File: src/rtl/eeg_pkg.sv
// Shared types, constants and microcode word layout for the GF(23) ElGamal encryptor.
package eeg_pkg;

  localparam int unsigned COORD_W     = 5;
  localparam int unsigned SCALAR_BITS = 5;
  localparam int unsigned IDX_W       = 3;
  localparam int unsigned UPC_W       = 4;
  localparam int unsigned CFG_IDX_W   = 3;
  localparam int unsigned NUM_PTS     = 28;
  localparam int unsigned INV_DEPTH   = 23;

  typedef logic [COORD_W-1:0] coord_t;

  localparam coord_t SYM_LAST = 5'd27;

  // inverse mod 23; entry 0 maps to 0
  localparam coord_t INV_TAB [INV_DEPTH] = '{
    5'd0, 5'd1, 5'd12, 5'd8, 5'd6, 5'd14, 5'd4, 5'd10, 5'd3, 5'd18, 5'd7, 5'd21,
    5'd2, 5'd16, 5'd5, 5'd20, 5'd13, 5'd19, 5'd9, 5'd17, 5'd15, 5'd11, 5'd22
  };

  localparam coord_t PT_X [NUM_PTS] = '{
    5'd0, 5'd0, 5'd0, 5'd1, 5'd1, 5'd3, 5'd3, 5'd4, 5'd5, 5'd5, 5'd6, 5'd6, 5'd7, 5'd7,
    5'd9, 5'd9, 5'd11, 5'd11, 5'd12, 5'd12, 5'd13, 5'd13, 5'd17, 5'd17, 5'd18, 5'd18,
    5'd19, 5'd19
  };

  localparam coord_t PT_Y [NUM_PTS] = '{
    5'd0, 5'd1, 5'd22, 5'd7, 5'd16, 5'd10, 5'd13, 5'd0, 5'd4, 5'd19, 5'd4, 5'd19, 5'd11,
    5'd12, 5'd7, 5'd16, 5'd3, 5'd20, 5'd4, 5'd19, 5'd7, 5'd16, 5'd3, 5'd20, 5'd3, 5'd20,
    5'd5, 5'd18
  };

  typedef enum logic [CFG_IDX_W-1:0] {
    CFG_BASE_X  = 3'd0,
    CFG_BASE_Y  = 3'd1,
    CFG_PUB_X   = 3'd2,
    CFG_PUB_Y   = 3'd3,
    CFG_CURVE_A = 3'd4
  } cfg_reg_e;

  typedef enum logic [2:0] {
    C_NEXT  = 3'd0,
    C_JUMP  = 3'd1,
    C_LOOP  = 3'd2,
    C_FETCH = 3'd3,
    C_EMIT  = 3'd4
  } cond_e;

  typedef enum logic [1:0] {
    OPA_ACC = 2'd0,
    OPA_DBL = 2'd1,
    OPA_MSG = 2'd2
  } opa_e;

  typedef enum logic {
    OPB_DBL    = 1'b0,
    OPB_SHARED = 1'b1
  } opb_e;

  typedef enum logic [1:0] {
    DST_ACC  = 2'd0,
    DST_DBL  = 2'd1,
    DST_CIPH = 2'd2
  } dst_e;

  typedef enum logic [1:0] {
    INIT_NONE = 2'd0,
    INIT_PUB  = 2'd1,
    INIT_BASE = 2'd2
  } init_e;

  typedef enum logic [1:0] {
    ST_NONE   = 2'd0,
    ST_SHARED = 2'd1,
    ST_EPHEM  = 2'd2
  } store_e;

  typedef struct packed {
    cond_e            cond;
    logic             add;
    logic             gated;
    opa_e             opa;
    opb_e             opb;
    dst_e             dst;
    init_e            init;
    store_e           store;
    logic [UPC_W-1:0] target;
  } uword_t;

  // sequencer -> datapath
  typedef struct packed {
    logic   start;
    opa_e   opa;
    opb_e   opb;
    dst_e   dst;
    init_e  init;
    store_e store;
    logic   fetch;
    logic   emit;
  } cmd_t;

  // datapath -> sequencer
  typedef struct packed {
    logic                   in_valid;
    logic                   in_new;
    logic [SCALAR_BITS-1:0] nonce;
    logic                   add_done;
    logic                   out_free;
  } stat_t;

endpackage

File: src/rtl/eeg_if.sv
// Request channel interfaces: input items, result items and register writes.
interface eeg_in_if import eeg_pkg::*; ();
  logic   valid;
  logic   ready;
  coord_t symbol;
  coord_t nonce;
  logic   new_message;

  modport source (output valid, output symbol, output nonce, output new_message, input ready);
  modport sink   (input valid, input symbol, input nonce, input new_message, output ready);
endinterface

interface eeg_out_if import eeg_pkg::*; ();
  logic   valid;
  logic   ready;
  coord_t cipher_x;
  coord_t cipher_y;
  coord_t mask_x;
  coord_t mask_y;

  modport source (output valid, output cipher_x, output cipher_y, output mask_x,
                  output mask_y, input ready);
  modport sink   (input valid, input cipher_x, input cipher_y, input mask_x,
                  input mask_y, output ready);
endinterface

interface eeg_cfg_if import eeg_pkg::*; ();
  logic                 valid;
  logic                 ready;
  logic [CFG_IDX_W-1:0] index;
  coord_t               data;

  modport source (output valid, output index, output data, input ready);
  modport sink   (input valid, input index, input data, output ready);
endinterface

File: src/rtl/eeg_padd.sv
// Multi-cycle GF(23) point adder: at most one multiply per stage, result after eight stages.
module eeg_padd import eeg_pkg::*; (
  input  logic   clk_i,
  input  logic   rst_ni,
  input  logic   start_i,
  input  coord_t a_i,
  input  coord_t x1_i,
  input  coord_t y1_i,
  input  coord_t x2_i,
  input  coord_t y2_i,
  output logic   done_o,
  output coord_t x_o,
  output coord_t y_o
);

  typedef enum logic [8:0] {
    PS_IDLE = 9'b000000001,
    PS_PREP = 9'b000000010,
    PS_NUM  = 9'b000000100,
    PS_MUL  = 9'b000001000,
    PS_K    = 9'b000010000,
    PS_SQ   = 9'b000100000,
    PS_X3   = 9'b001000000,
    PS_KD   = 9'b010000000,
    PS_Y3   = 9'b100000000
  } padd_st_e;

  // reduce a value below 92
  function automatic coord_t red_small(input logic [6:0] v);
    logic [6:0] t;
    t = v;
    if (t >= 7'd69) begin
      t = t - 7'd69;
    end else if (t >= 7'd46) begin
      t = t - 7'd46;
    end else if (t >= 7'd23) begin
      t = t - 7'd23;
    end
    return t[COORD_W-1:0];
  endfunction

  // reciprocal estimate 2849/2^16 is low by at most one, so one correction
  function automatic coord_t mod23(input logic [11:0] v);
    logic [23:0] m;
    logic [7:0]  q;
    logic [11:0] r;
    m = {12'd0, v} * 24'd2849;
    q = m[23:16];
    r = v - ({4'd0, q} * 12'd23);
    if (r >= 12'd23) begin
      r = r - 12'd23;
    end
    return r[COORD_W-1:0];
  endfunction

  padd_st_e    st_q, st_d;
  logic        done_q;
  coord_t      x1_q, y1_q, x2_q, y2_q, a_q;
  coord_t      num_q, den_q, inv_q, k_q, x3_q, d_q, x_q, y_q;
  logic [9:0]  sq_q;
  logic [8:0]  prod_q;
  logic        eqx, eqy, z1, z2;
  coord_t      den_c, chord_c, tan_c, x3_c, d_c, y3_c;

  assign eqx = (x1_q == x2_q);
  assign eqy = (y1_q == y2_q);
  assign z1  = (x1_q == '0) && (y1_q == '0);
  assign z2  = (x2_q == '0) && (y2_q == '0);

  assign den_c   = eqx ? red_small({1'b0, y1_q, 1'b0})
                       : red_small({2'b0, x2_q} + 7'd46 - {2'b0, x1_q});
  assign chord_c = red_small({2'b0, y2_q} + 7'd46 - {2'b0, y1_q});
  assign tan_c   = mod23({2'b0, sq_q} + {1'b0, sq_q, 1'b0} + {7'b0, a_q});
  assign x3_c    = mod23({3'b0, prod_q} + 12'd69 - {7'b0, x1_q} - {7'b0, x2_q});
  assign d_c     = red_small({2'b0, x1_q} + 7'd23 - {2'b0, x3_c});
  assign y3_c    = mod23({3'b0, prod_q} + 12'd46 - {7'b0, y1_q});

  always_comb begin
    st_d = st_q;
    unique case (st_q)
      PS_IDLE: if (start_i) st_d = PS_PREP;
      PS_PREP: st_d = PS_NUM;
      PS_NUM:  st_d = PS_MUL;
      PS_MUL:  st_d = PS_K;
      PS_K:    st_d = PS_SQ;
      PS_SQ:   st_d = PS_X3;
      PS_X3:   st_d = PS_KD;
      PS_KD:   st_d = PS_Y3;
      PS_Y3:   st_d = PS_IDLE;
      default: st_d = PS_IDLE;
    endcase
  end

  always_ff @(posedge clk_i or negedge rst_ni) begin
    if (!rst_ni) begin
      st_q   <= PS_IDLE;
      done_q <= 1'b0;
    end else begin
      st_q   <= st_d;
      done_q <= (st_q == PS_Y3);
    end
  end

  always_ff @(posedge clk_i) begin
    unique case (st_q)
      PS_IDLE: begin
        if (start_i) begin
          x1_q <= x1_i;
          y1_q <= y1_i;
          x2_q <= x2_i;
          y2_q <= y2_i;
          a_q  <= a_i;
        end
      end
      PS_PREP: begin
        den_q <= den_c;
        num_q <= chord_c;
        sq_q  <= {5'b0, x1_q} * {5'b0, x1_q};
      end
      PS_NUM: begin
        inv_q <= INV_TAB[den_q];
        if (eqx) begin
          num_q <= tan_c;
        end
      end
      PS_MUL: prod_q <= {4'b0, num_q} * {4'b0, inv_q};
      PS_K:   k_q    <= mod23({3'b0, prod_q});
      PS_SQ:  prod_q <= {4'b0, k_q} * {4'b0, k_q};
      PS_X3: begin
        x3_q <= x3_c;
        d_q  <= d_c;
      end
      PS_KD:  prod_q <= {4'b0, k_q} * {4'b0, d_q};
      PS_Y3: begin
        if (z1) begin
          x_q <= x2_q;
          y_q <= y2_q;
        end else if (z2) begin
          x_q <= x1_q;
          y_q <= y1_q;
        end else if (eqx && !eqy) begin
          x_q <= '0;
          y_q <= '0;
        end else begin
          x_q <= x3_q;
          y_q <= y3_c;
        end
      end
      default: ;
    endcase
  end

  assign done_o = done_q;
  assign x_o    = x_q;
  assign y_o    = y_q;

endmodule

File: src/rtl/eeg_useq.sv
// Microcode sequencer: program ROM, step counter, scalar bit counter and jump logic.
module eeg_useq import eeg_pkg::*; (
  input  logic  clk_i,
  input  logic  rst_ni,
  input  stat_t stat_i,
  output cmd_t  cmd_o
);

  localparam logic [UPC_W-1:0] S_FETCH  = 4'd0;
  localparam logic [UPC_W-1:0] S_INIT_K = 4'd1;
  localparam logic [UPC_W-1:0] S_ADD_K  = 4'd2;
  localparam logic [UPC_W-1:0] S_DBL_K  = 4'd3;
  localparam logic [UPC_W-1:0] S_INIT_G = 4'd4;
  localparam logic [UPC_W-1:0] S_ADD_G  = 4'd5;
  localparam logic [UPC_W-1:0] S_DBL_G  = 4'd6;
  localparam logic [UPC_W-1:0] S_STORE  = 4'd7;
  localparam logic [UPC_W-1:0] S_ENC    = 4'd8;
  localparam logic [UPC_W-1:0] S_EMIT   = 4'd9;

  localparam logic [IDX_W-1:0] IDX_LAST = IDX_W'(SCALAR_BITS - 1);

  function automatic uword_t rom(input logic [UPC_W-1:0] a);
    uword_t w;
    w = '{cond: C_NEXT, add: 1'b0, gated: 1'b0, opa: OPA_ACC, opb: OPB_DBL,
          dst: DST_ACC, init: INIT_NONE, store: ST_NONE, target: S_FETCH};
    unique case (a)
      S_FETCH: begin
        w.cond   = C_FETCH;
        w.target = S_ENC;
      end
      S_INIT_K: w.init = INIT_PUB;
      S_ADD_K: begin
        w.add   = 1'b1;
        w.gated = 1'b1;
      end
      S_DBL_K: begin
        w.add    = 1'b1;
        w.opa    = OPA_DBL;
        w.dst    = DST_DBL;
        w.cond   = C_LOOP;
        w.target = S_ADD_K;
      end
      S_INIT_G: begin
        w.store = ST_SHARED;
        w.init  = INIT_BASE;
      end
      S_ADD_G: begin
        w.add   = 1'b1;
        w.gated = 1'b1;
      end
      S_DBL_G: begin
        w.add    = 1'b1;
        w.opa    = OPA_DBL;
        w.dst    = DST_DBL;
        w.cond   = C_LOOP;
        w.target = S_ADD_G;
      end
      S_STORE: w.store = ST_EPHEM;
      S_ENC: begin
        w.add = 1'b1;
        w.opa = OPA_MSG;
        w.opb = OPB_SHARED;
        w.dst = DST_CIPH;
      end
      S_EMIT: begin
        w.cond   = C_EMIT;
        w.target = S_FETCH;
      end
      default: w.cond = C_JUMP;
    endcase
    return w;
  endfunction

  logic [UPC_W-1:0] upc_q, upc_d;
  logic [IDX_W-1:0] idx_q, idx_d;
  logic             busy_q, busy_d;
  logic             need_add, start, adv;
  uword_t           w;

  assign w        = rom(upc_q);
  // gated adds are skipped when the current scalar bit is clear
  assign need_add = w.add && (!w.gated || stat_i.nonce[idx_q]);

  always_comb begin
    upc_d  = upc_q;
    idx_d  = idx_q;
    busy_d = busy_q;
    start  = 1'b0;
    adv    = 1'b0;
    if (need_add) begin
      if (!busy_q) begin
        start  = 1'b1;
        busy_d = 1'b1;
      end else if (stat_i.add_done) begin
        busy_d = 1'b0;
        adv    = 1'b1;
      end
    end else begin
      adv = 1'b1;
    end
    if (w.init != INIT_NONE) begin
      idx_d = '0;
    end
    if (adv) begin
      unique case (w.cond)
        C_NEXT: upc_d = upc_q + 1'b1;
        C_JUMP: upc_d = w.target;
        C_LOOP: begin
          if (idx_q == IDX_LAST) begin
            upc_d = upc_q + 1'b1;
          end else begin
            upc_d = w.target;
            idx_d = idx_q + 1'b1;
          end
        end
        C_FETCH: begin
          if (stat_i.in_valid) begin
            upc_d = stat_i.in_new ? upc_q + 1'b1 : w.target;
          end
        end
        C_EMIT: if (stat_i.out_free) upc_d = w.target;
        default: upc_d = S_FETCH;
      endcase
    end
  end

  always_ff @(posedge clk_i or negedge rst_ni) begin
    if (!rst_ni) begin
      upc_q  <= S_FETCH;
      idx_q  <= '0;
      busy_q <= 1'b0;
    end else begin
      upc_q  <= upc_d;
      idx_q  <= idx_d;
      busy_q <= busy_d;
    end
  end

  always_comb begin
    cmd_o.start = start;
    cmd_o.opa   = w.opa;
    cmd_o.opb   = w.opb;
    cmd_o.dst   = w.dst;
    cmd_o.init  = w.init;
    cmd_o.store = w.store;
    cmd_o.fetch = (w.cond == C_FETCH);
    cmd_o.emit  = (w.cond == C_EMIT);
  end

endmodule

File: src/rtl/ecc_elgamal_encrypt_gf23.sv
// Top level: register file, point registers, output stage, sequencer and point adder.
//
//  channel  | dir | fields                                  | handshake
//  ---------+-----+-----------------------------------------+-------------
//  in_req   | in  | symbol, nonce, new_message              | valid/ready
//  out_req  | out | cipher_x, cipher_y, mask_x, mask_y      | valid/ready
//  cfg_req  | in  | index (0 base_x .. 4 curve_a), data     | valid/ready
//
// One item at a time. Every point add goes through the shared adder.
// A plain symbol needs one add. A new message adds the 10 doublings plus one add
// per set nonce bit, for both scalar multiplies.
// The result sits in an output register; the next request is taken while it waits,
// and the sequencer stalls on emit only if that register is still full.
// Reset clears control, registers to their reset values and r*K, r*G to (0,0).
module ecc_elgamal_encrypt_gf23 import eeg_pkg::*; (
  input  logic       clk_i,
  input  logic       rst_ni,
  eeg_in_if.sink     in_req,
  eeg_out_if.source  out_req,
  eeg_cfg_if.sink    cfg_req
);

  coord_t base_x_q, base_y_q, pub_x_q, pub_y_q, curve_a_q;
  coord_t shared_x_q, shared_y_q, ephem_x_q, ephem_y_q;
  coord_t acc_x_q, acc_y_q, dbl_x_q, dbl_y_q, ciph_x_q, ciph_y_q;
  coord_t sym_q;
  logic [SCALAR_BITS-1:0] nonce_q;
  logic   out_valid_q;
  coord_t out_cx_q, out_cy_q, out_mx_q, out_my_q;

  cmd_t   cmd;
  stat_t  stat;
  logic   take, out_free, emit_fire, add_done;
  coord_t ax, ay, bx, by, rx, ry;

  assign take      = in_req.valid && in_req.ready;
  assign out_free  = !out_valid_q || out_req.ready;
  assign emit_fire = cmd.emit && out_free;

  assign in_req.ready  = cmd.fetch;
  assign cfg_req.ready = 1'b1;

  always_comb begin
    stat.in_valid = in_req.valid;
    stat.in_new   = in_req.new_message;
    stat.nonce    = nonce_q;
    stat.add_done = add_done;
    stat.out_free = out_free;
  end

  eeg_useq u_useq (
    .clk_i  (clk_i),
    .rst_ni (rst_ni),
    .stat_i (stat),
    .cmd_o  (cmd)
  );

  always_comb begin
    case (cmd.opa)
      OPA_DBL: begin
        ax = dbl_x_q;
        ay = dbl_y_q;
      end
      OPA_MSG: begin
        ax = PT_X[sym_q];
        ay = PT_Y[sym_q];
      end
      default: begin
        ax = acc_x_q;
        ay = acc_y_q;
      end
    endcase
    if (cmd.opb == OPB_SHARED) begin
      bx = shared_x_q;
      by = shared_y_q;
    end else begin
      bx = dbl_x_q;
      by = dbl_y_q;
    end
  end

  eeg_padd u_padd (
    .clk_i   (clk_i),
    .rst_ni  (rst_ni),
    .start_i (cmd.start),
    .a_i     (curve_a_q),
    .x1_i    (ax),
    .y1_i    (ay),
    .x2_i    (bx),
    .y2_i    (by),
    .done_o  (add_done),
    .x_o     (rx),
    .y_o     (ry)
  );

  always_ff @(posedge clk_i or negedge rst_ni) begin
    if (!rst_ni) begin
      base_x_q    <= '0;
      base_y_q    <= '0;
      pub_x_q     <= '0;
      pub_y_q     <= '0;
      curve_a_q   <= 5'd1;
      shared_x_q  <= '0;
      shared_y_q  <= '0;
      ephem_x_q   <= '0;
      ephem_y_q   <= '0;
      out_valid_q <= 1'b0;
    end else begin
      if (cfg_req.valid) begin
        case (cfg_req.index)
          CFG_BASE_X:  base_x_q  <= cfg_req.data;
          CFG_BASE_Y:  base_y_q  <= cfg_req.data;
          CFG_PUB_X:   pub_x_q   <= cfg_req.data;
          CFG_PUB_Y:   pub_y_q   <= cfg_req.data;
          CFG_CURVE_A: curve_a_q <= cfg_req.data;
          default: ;
        endcase
      end
      case (cmd.store)
        ST_SHARED: begin
          shared_x_q <= acc_x_q;
          shared_y_q <= acc_y_q;
        end
        ST_EPHEM: begin
          ephem_x_q <= acc_x_q;
          ephem_y_q <= acc_y_q;
        end
        default: ;
      endcase
      if (emit_fire) begin
        out_valid_q <= 1'b1;
      end else if (out_req.ready) begin
        out_valid_q <= 1'b0;
      end
    end
  end

  always_ff @(posedge clk_i) begin
    if (take) begin
      sym_q   <= (in_req.symbol > SYM_LAST) ? SYM_LAST : in_req.symbol;
      nonce_q <= in_req.nonce;
    end
    case (cmd.init)
      INIT_PUB: begin
        acc_x_q <= '0;
        acc_y_q <= '0;
        dbl_x_q <= pub_x_q;
        dbl_y_q <= pub_y_q;
      end
      INIT_BASE: begin
        acc_x_q <= '0;
        acc_y_q <= '0;
        dbl_x_q <= base_x_q;
        dbl_y_q <= base_y_q;
      end
      default: ;
    endcase
    if (add_done) begin
      case (cmd.dst)
        DST_DBL: begin
          dbl_x_q <= rx;
          dbl_y_q <= ry;
        end
        DST_CIPH: begin
          ciph_x_q <= rx;
          ciph_y_q <= ry;
        end
        default: begin
          acc_x_q <= rx;
          acc_y_q <= ry;
        end
      endcase
    end
    if (emit_fire) begin
      out_cx_q <= ciph_x_q;
      out_cy_q <= ciph_y_q;
      out_mx_q <= ephem_x_q;
      out_my_q <= ephem_y_q;
    end
  end

  assign out_req.valid    = out_valid_q;
  assign out_req.cipher_x = out_cx_q;
  assign out_req.cipher_y = out_cy_q;
  assign out_req.mask_x   = out_mx_q;
  assign out_req.mask_y   = out_my_q;

endmodule
File: src/flat_wrapper.sv
// flat-port wrapper written by rule: the top's interface ports become plain ports
module ecc_elgamal_encrypt_gf23_flat import eeg_pkg::*;
  (clk_i, rst_ni, in_req_valid, in_req_symbol, in_req_nonce, in_req_new_message, in_req_ready, out_req_valid, out_req_cipher_x, out_req_cipher_y, out_req_mask_x, out_req_mask_y, out_req_ready, cfg_req_valid, cfg_req_index, cfg_req_data, cfg_req_ready);
  eeg_in_if in_req_i ();
  eeg_out_if out_req_i ();
  eeg_cfg_if cfg_req_i ();
  input  logic clk_i;
  input  logic rst_ni;
  input wire logic [$bits(in_req_i.valid)-1:0] in_req_valid;
  input wire logic [$bits(in_req_i.symbol)-1:0] in_req_symbol;
  input wire logic [$bits(in_req_i.nonce)-1:0] in_req_nonce;
  input wire logic [$bits(in_req_i.new_message)-1:0] in_req_new_message;
  output wire logic [$bits(in_req_i.ready)-1:0] in_req_ready;
  output wire logic [$bits(out_req_i.valid)-1:0] out_req_valid;
  output wire logic [$bits(out_req_i.cipher_x)-1:0] out_req_cipher_x;
  output wire logic [$bits(out_req_i.cipher_y)-1:0] out_req_cipher_y;
  output wire logic [$bits(out_req_i.mask_x)-1:0] out_req_mask_x;
  output wire logic [$bits(out_req_i.mask_y)-1:0] out_req_mask_y;
  input wire logic [$bits(out_req_i.ready)-1:0] out_req_ready;
  input wire logic [$bits(cfg_req_i.valid)-1:0] cfg_req_valid;
  input wire logic [$bits(cfg_req_i.index)-1:0] cfg_req_index;
  input wire logic [$bits(cfg_req_i.data)-1:0] cfg_req_data;
  output wire logic [$bits(cfg_req_i.ready)-1:0] cfg_req_ready;
  assign in_req_i.valid = in_req_valid;
  assign in_req_i.symbol = in_req_symbol;
  assign in_req_i.nonce = in_req_nonce;
  assign in_req_i.new_message = in_req_new_message;
  assign in_req_ready = in_req_i.ready;
  assign out_req_valid = out_req_i.valid;
  assign out_req_cipher_x = out_req_i.cipher_x;
  assign out_req_cipher_y = out_req_i.cipher_y;
  assign out_req_mask_x = out_req_i.mask_x;
  assign out_req_mask_y = out_req_i.mask_y;
  assign out_req_i.ready = out_req_ready;
  assign cfg_req_i.valid = cfg_req_valid;
  assign cfg_req_i.index = cfg_req_index;
  assign cfg_req_i.data = cfg_req_data;
  assign cfg_req_ready = cfg_req_i.ready;
  ecc_elgamal_encrypt_gf23 u_core (.clk_i(clk_i), .rst_ni(rst_ni), .in_req(in_req_i), .out_req(out_req_i), .cfg_req(cfg_req_i));
endmodule
File: config.mk
export PLATFORM = sky130hd
export DESIGN_NAME = ecc_elgamal_encrypt_gf23_flat
export DESIGN_NICKNAME = d
export VERILOG_FILES = /design/src/rtl/eeg_pkg.sv /design/src/rtl/eeg_if.sv /design/src/rtl/eeg_padd.sv /design/src/rtl/eeg_useq.sv /design/src/rtl/ecc_elgamal_encrypt_gf23.sv /design/src/flat_wrapper.sv
export SDC_FILE = /design/constraint.sdc
export NUM_CORES = 1
export LEC_CHECK = 0
export BUFFER_PORTS_ARGS = -buffer_cell sky130_fd_sc_hd__buf_2
export CELL_PAD_IN_SITES_DETAIL_PLACEMENT = 2
export CELL_PAD_IN_SITES_GLOBAL_PLACEMENT = 2
export CORE_MARGIN = 3
export CORE_UTILIZATION = 46
export CTS_BUF_LIST = sky130_fd_sc_hd__clkbuf_4 sky130_fd_sc_hd__clkbuf_8 sky130_fd_sc_hd__clkbuf_16
export DETAILED_ROUTE_END_ITERATION = 12
export PLACE_DENSITY = 0.95
export SLEW_MARGIN = 20
export SYNTH_ARGS = -nofsm -noshare
export SYNTH_HDL_FRONTEND = slang
export SYNTH_SLANG_ARGS = --single-unit
File: constraint.sdc
create_clock -name clk_i -period 29.8 [get_ports clk_i]
set_input_delay 8.94 -clock clk_i [delete_from_list [all_inputs] [get_ports clk_i]]
set_output_delay 8.94 -clock clk_i [all_outputs]
set_load 0.01 [all_outputs]
==> results of run 1 <==
==> layer usage <==
| metal | GRT usage (%) | share of wire, % |
|---|---|---|
| met1 | 46.53 | 33 |
| met2 | 72.26 | 44 |
| met3 | 7.396 | 11 |
| met4 | 28.27 | 12 |
| met5 | 0 | 0.040 |
==> cells in the mapped netlist (all sizes together), types with 5 or more instances <==
cell / instances / share of area, %
mux2i: 16 / 0.61
clkbuf: 49 / 0.70
nor3b: 7 / 0.20
a22oi: 25 / 0.72
nand4: 14 / 0.33
nand2b: 31 / 0.77
nand3: 34 / 0.65
a221oi: 11 / 0.37
xnor2: 129 / 4.3
fa: 157 / 12
a21boi: 10 / 0.29
a21oi: 144 / 2.8
and2: 42 / 1.0
o31ai: 17 / 0.52
dfrtp: 62 / 5.9
nand2: 221 / 3.2
a2111oi: 5 / 0.17
o21ai: 142 / 2.7
o21bai: 25 / 0.73
o221ai: 8 / 0.27
a31oi: 18 / 0.43
nor4: 8 / 0.27
nor2: 116 / 1.7
o211ai: 10 / 0.29
inv: 498 / 7.1
xor2: 50 / 1.8
nor2b: 29 / 0.69
edfxtp: 123 / 14
nand3b: 12 / 0.39
o21a: 15 / 0.43
ha: 524 / 25
mux2: 50 / 2.1
dfxtp: 20 / 1.5
o22ai: 8 / 0.19
and3: 18 / 0.43
a21o: 51 / 1.5
a211oi: 16 / 0.51
nor3: 26 / 0.58
or3: 7 / 0.17
==> cells by family after synthesis <==
| logic type | Yosys count | share of synthesized area, % |
|---|---|---|
| buffers and inverters | 554 | 7.967 |
| other | 1 | 0.01429 |
| flip-flops | 207 | 21.71 |
| AO/OA/AOI/OAI | 540 | 13.15 |
| multiplexers | 69 | 3.013 |
| XOR/XNOR | 180 | 6.203 |
| AND/OR/NAND/NOR | 585 | 10.94 |
| adder cells (fa/ha/maj) | 682 | 37.00 |
==> layout make-up <==
cell class                 instances  area (um2)  area share, %
multi-input combinational       2057       18510          65.53
timing repair buffer              58       320.3          1.134
clock inverter                    17       193.9         0.6865
sequential                       207        5698          20.17
inverter                         501        1881          6.657
antenna                            8       20.02        0.07087
clock buffer                      31       688.2          2.436
tap                              748       935.9          3.313
==> final timing paths <==
kind / endpoint / from / slack (ps)
max: u_core.u_padd.d_q[2]$_DFFE_PP_ / u_core.u_padd.prod_q[2]$_DFFE_PP_ / 10730
min: u_core.out_req.cipher_x[0]$_DFFE_PP_ / u_core.ciph_x_q[0]$_DFFE_PP_ / 440
max reg2reg: u_core.u_padd.d_q[2]$_DFFE_PP_ / u_core.u_padd.prod_q[2]$_DFFE_PP_ / 10730
min reg2reg: u_core.out_req.cipher_x[0]$_DFFE_PP_ / u_core.ciph_x_q[0]$_DFFE_PP_ / 440
max in group asynchronous: u_core.u_padd.st_q[7]$_DFFE_PN0P_ / rst_ni / 20360
min in group asynchronous: u_core.ephem_x_q[4]$_DFFE_PN0N_ / rst_ni / 8610
==> through the flow <==
step | area (um2) | util [%]
2_1_floorplan | 26240 | -
3_3_place_gp | 27310 | 48.99
5_1_grt | 28240 | 50.66
3_5_place_dp | 27310 | 48.99
6_report | 28250 | 50.68
4_1_cts | 28190 | 50.58
==> placed cells by master (no fill, tap or decap), types with 30 or more instances in the layout <==
master / Yosys / final
xor2_1: 46 / 46
nand2b_1: 30 / 30
nand3_1: 34 / 34
a21o_1: 51 / 51
nand2_1: 221 / 221
nor2_1: 115 / 114
fa_1: 157 / 157
inv_1: 497 / 497
edfxtp_1: 123 / 123
ha_1: 524 / 524
buf_2: 0 / 46
and2_1: 42 / 42
xnor2_1: 128 / 126
dfrtp_1: 62 / 62
a21oi_1: 140 / 140
mux2_2: 49 / 49
o21ai_0: 133 / 133
==> impl_metrics.yaml, run 1 <==
outcome:
  outcome: "complete, no violations"
floorplanning:
  core.rowCount: 86
  dieWidth_um: 244.8
  start_util_pct: 47.08
  die_area_um2: 59950
  num_io_pins: 47
  coreArea_um2: 55740
  fp.dieH_um: 244.8
job:
  drv_cap: 0
sta:
  period_needed_ps: 19070
  hold_violations: 0
  finClkSkew_ps: 35.98
  finalCritPeriodShare_pct: 64.00
  drv_slew: 0
  setup_tns_ps: 0
  rsz0062_at_grt: "no"
  slew_headroom_pct: 16.35
  max_clock_freq_mhz: 52.43
  worstMarginPinSlew_ps: 1246
  hold_slack_ps: 443.4
  worst_slack_ps: 10730
  setup-violations-final: 0
clock_tree:
  clock_sinks: 207
  cts_tree: "yes"
  cts.clk_slew.worst_paths_ps: 80
  cts_root_buf: "clkbuf_16"
  post_cts_buffers: 0
  cts_hold_buf: 0
  htreeDepth: 1
  clock_latency_ps: 620
  cts-resized-gates: 0
  numCtsBuffers: 26
  ctsLongestPathBuffers: 3
worst_hold_path:
  whs_path_depth: 0
  min-delay-path-class: "reg -> reg"
global_routing:
  grtUsageTotal_pct: 41.58
  gr-total-overflow: 0
  grt_max_degree: 65
  grt_pass1_wl_um: 187900
  antenna_found_initial: 9
  grt_pass1_vias: 27918
yosys:
  synthCells: 2818
  async_flop_share_pct: 30.92
  synthesis.area_um2: 26240
  syn_avg_cell_area_um2: 9.312
  yosys_warnings: 0
  yosysSeqAreaShare_pct: 21.71
  syn_nets: 3523
  synth_edf_count: 123
  synth-seq-cells: 207
  synthFlopType: "edfxtp_1"
  ys_types: 95
critical_path:
  crit_path_max_fanout: 14
  cp_num_cells: 57
  max_stage_delay_ps: 880
  critical_path_class: "reg -> reg"
  endpoint_kind: "register"
  crit_top_cell: "ha_1"
  cp_num_buf_inv: 8
  crit_family: "adder cells"
  crit_slowest_cell: "xnor2_1"
  worstPathRequired_ps: 30080
  r2r_cells: 57
  crit_path_start_kind: "register"
  worstPathArrival_ps: 19360
place:
  pre_cts_ws_ps: 14000
  gp_congestion: 0.8832
  dp_cells: 3570
  hpwl_um: 85210
  portBuffers: 45
route:
  postRouteAntennaNets: 0
  vias: 26835
  dr.pass1.iters: 6
  drtIter0Drc: 3649
  drcViolationCount: 0
  via_per_inst: 7.399
  avgRoutedWirePerCell_um: 42.98
  drt_wl_total_um: 155900
finish:
  syn_to_final_growth_pct: 7.653
  nFillCells: 5886
  fin_nets: 3556
  top_regs: "u_core.u_padd.prod_q (9), u_core.u_padd.sq_q (9), u_core.u_padd.st_q (9)"
  layout-drive-gt1-share_pct: 6.722
  fin_cells: 3627
Power of run 1 is not shown: default switching activity piles up to over one toggle a cycle in this logic, so the estimate is an artifact.
==> inputs of run 2 (changes only) <==
CORE_UTILIZATION = 42   (was 46)
PLACE_DENSITY = 0.88   (was 0.95)
clock period = 19.9 ns   (was 29.8 ns; I/O delays follow)
==> impl_metrics.yaml, run 2 (synthesized netlist as in run 1, its figures left out) <==
route:
  drcViolationCount: 0
  drtIter0Drc: 1821
  vias: 23891
  postRouteAntennaNets: 0
  dr.pass1.iters: 5
  via_per_inst: 6.448
  avgRoutedWirePerCell_um: 33.32
  drt_wl_total_um: 123500
critical_path:
  rr_endpoint: "u_core.u_padd.d_q[4]$_DFFE_PP_"
  reg2reg_slack_ps: 1000
  crit_slowest_cell: "xnor2_1"
  endpoint_kind: "register"
  critPathLaunch: "u_core.u_padd.prod_q[1]$_DFFE_PP_"
  max_stage_delay_ps: 920
  critical_path_class: "reg -> reg"
  r2r_start: "u_core.u_padd.prod_q[1]$_DFFE_PP_"
  crit_top_cell: "ha_1"
  worstPathRequired_ps: 20170
  worstPathArrival_ps: 19170
  crit_path_max_fanout: 11
  r2r_cells: 55
  crit_path_start_kind: "register"
floorplanning:
  dieWidth_um: 256.0
  core.rowCount: 91
  coreArea_um2: 61710
  num_io_pins: 47
  start_util_pct: 42.52
  fp.dieH_um: 256.0
  die_area_um2: 65520
clock_tree:
  post_cts_buffers: 0
  clock_latency_ps: 580
  htreeDepth: 1
  cts_root_buf: "clkbuf_16"
  cts-resized-gates: 0
  ctsLongestPathBuffers: 3
  numCtsBuffers: 24
  cts.clk_slew.worst_paths_ps: 70
  cts_hold_buf: 0
  clock_sinks: 207
  cts_tree: "yes"
worst_hold_path:
  hold_end: "u_core.out_req.cipher_x[1]$_DFFE_PP_"
  hp-start: "u_core.ciph_x_q[1]$_DFFE_PP_"
  min-delay-path-class: "reg -> reg"
  whs_path_depth: 0
place:
  portBuffers: 45
  placed_cell_area_um2: 27420
  gp_congestion: 0.8949
  dp_cells: 3659
  hpwl_um: 77010
global_routing:
  antenna_found_initial: 4
  grt_pass1_vias: 27475
  gr-total-overflow: 0
  grt_pass1_wl_um: 174100
  grtUsageTotal_pct: 34.39
  grt_max_degree: 65
sta:
  finalCritPeriodShare_pct: 94.99
  max_clock_freq_mhz: 52.90
  rsz0062_at_grt: "no"
  period_needed_ps: 18900
  worstMarginPinSlew_ps: 1294
  setup_tns_ps: 0
  finClkSkew_ps: 47.34
  hold_violations: 0
  setup-violations-final: 0
  slew_headroom_pct: 13.75
  drv_slew: 0
finish:
  layout_commonest_cell: "ha_1"
  layout-drive-gt1-share_pct: 6.629
  final_area_um2: 28250
  top_regs: "u_core.u_padd.prod_q (9), u_core.u_padd.sq_q (9), u_core.u_padd.st_q (9)"
  syn_to_final_growth_pct: 7.638
  fin_cells: 3705
  final_cell_mix: "524 x ha_1, 497 x inv_1, 221 x nand2_1"
  nFillCells: 6605
  fin_nets: 3553
job:
  drv_cap: 0
outcome:
  outcome: "complete, no violations"
-- run 2: critical path: cells and delay by family, from the launching register on --
family / cells / cell delay (ps)
buf+inv: 8 / 910
xor+xnor: 4 / 2110
compound gates: 15 / 4620
flops: 1 / 580
fa+ha+maj: 17 / 7360
simple gates: 11 / 3000
-- run 2: area by class of cell --
class	count	area [um2]	share of cell area, %
timing repair buffer	57	315.3	1.116
clock buffer	31	653.1	2.312
inverter	501	1881	6.658
sequential	207	5698	20.17
tap	837	1047	3.708
clock inverter	13	136.4	0.4828
multi-input combinational	2057	18510	65.53
antenna	2	5.005	0.01772
-- run 2: metrics by stage --
stage / setup WS (ps) / hold slack [ps] / util (%)
finish: 997.6 / 450.6 / 45.77
global route: 943.9 / 464.7 / 45.77
CTS: 2711 / 449.3 / 45.71
detailed placement: 4262 / 412.6 / 44.43
global placement: 5770 / 405.6 / 44.43
floorplan: 6784 / 400.3 / -
-- run 2: metal layers --
layer | wire length, um | global-route usage, % | part of all wire [%] | vias up
li1 | - | - | - | 9644
met1 | 42680 | 36.42 | 35 | 12045
met2 | 61130 | 62.93 | 50 | 1435
met3 | 7985 | 5.739 | 6.5 | 767
met4 | 11680 | 22.47 | 9.5 | 0
met5 | 0 | 0 | 0 | -
-- run 2: how the worst max path moves through the flow --
stage,end,slack [ps]
3_5_place_dp,u_core.u_padd.d_q[4]$_DFFE_PP_,4260
6_report,u_core.u_padd.d_q[4]$_DFFE_PP_,1000
2_1_floorplan,u_core.u_padd.d_q[4]$_DFFE_PP_,6780
5_1_grt,u_core.u_padd.d_q[3]$_DFFE_PP_,940
3_3_place_gp,u_core.u_padd.d_q[4]$_DFFE_PP_,5770
4_1_cts,u_core.u_padd.d_q[4]$_DFFE_PP_,2710
Power of run 2 is left out for the same reason.
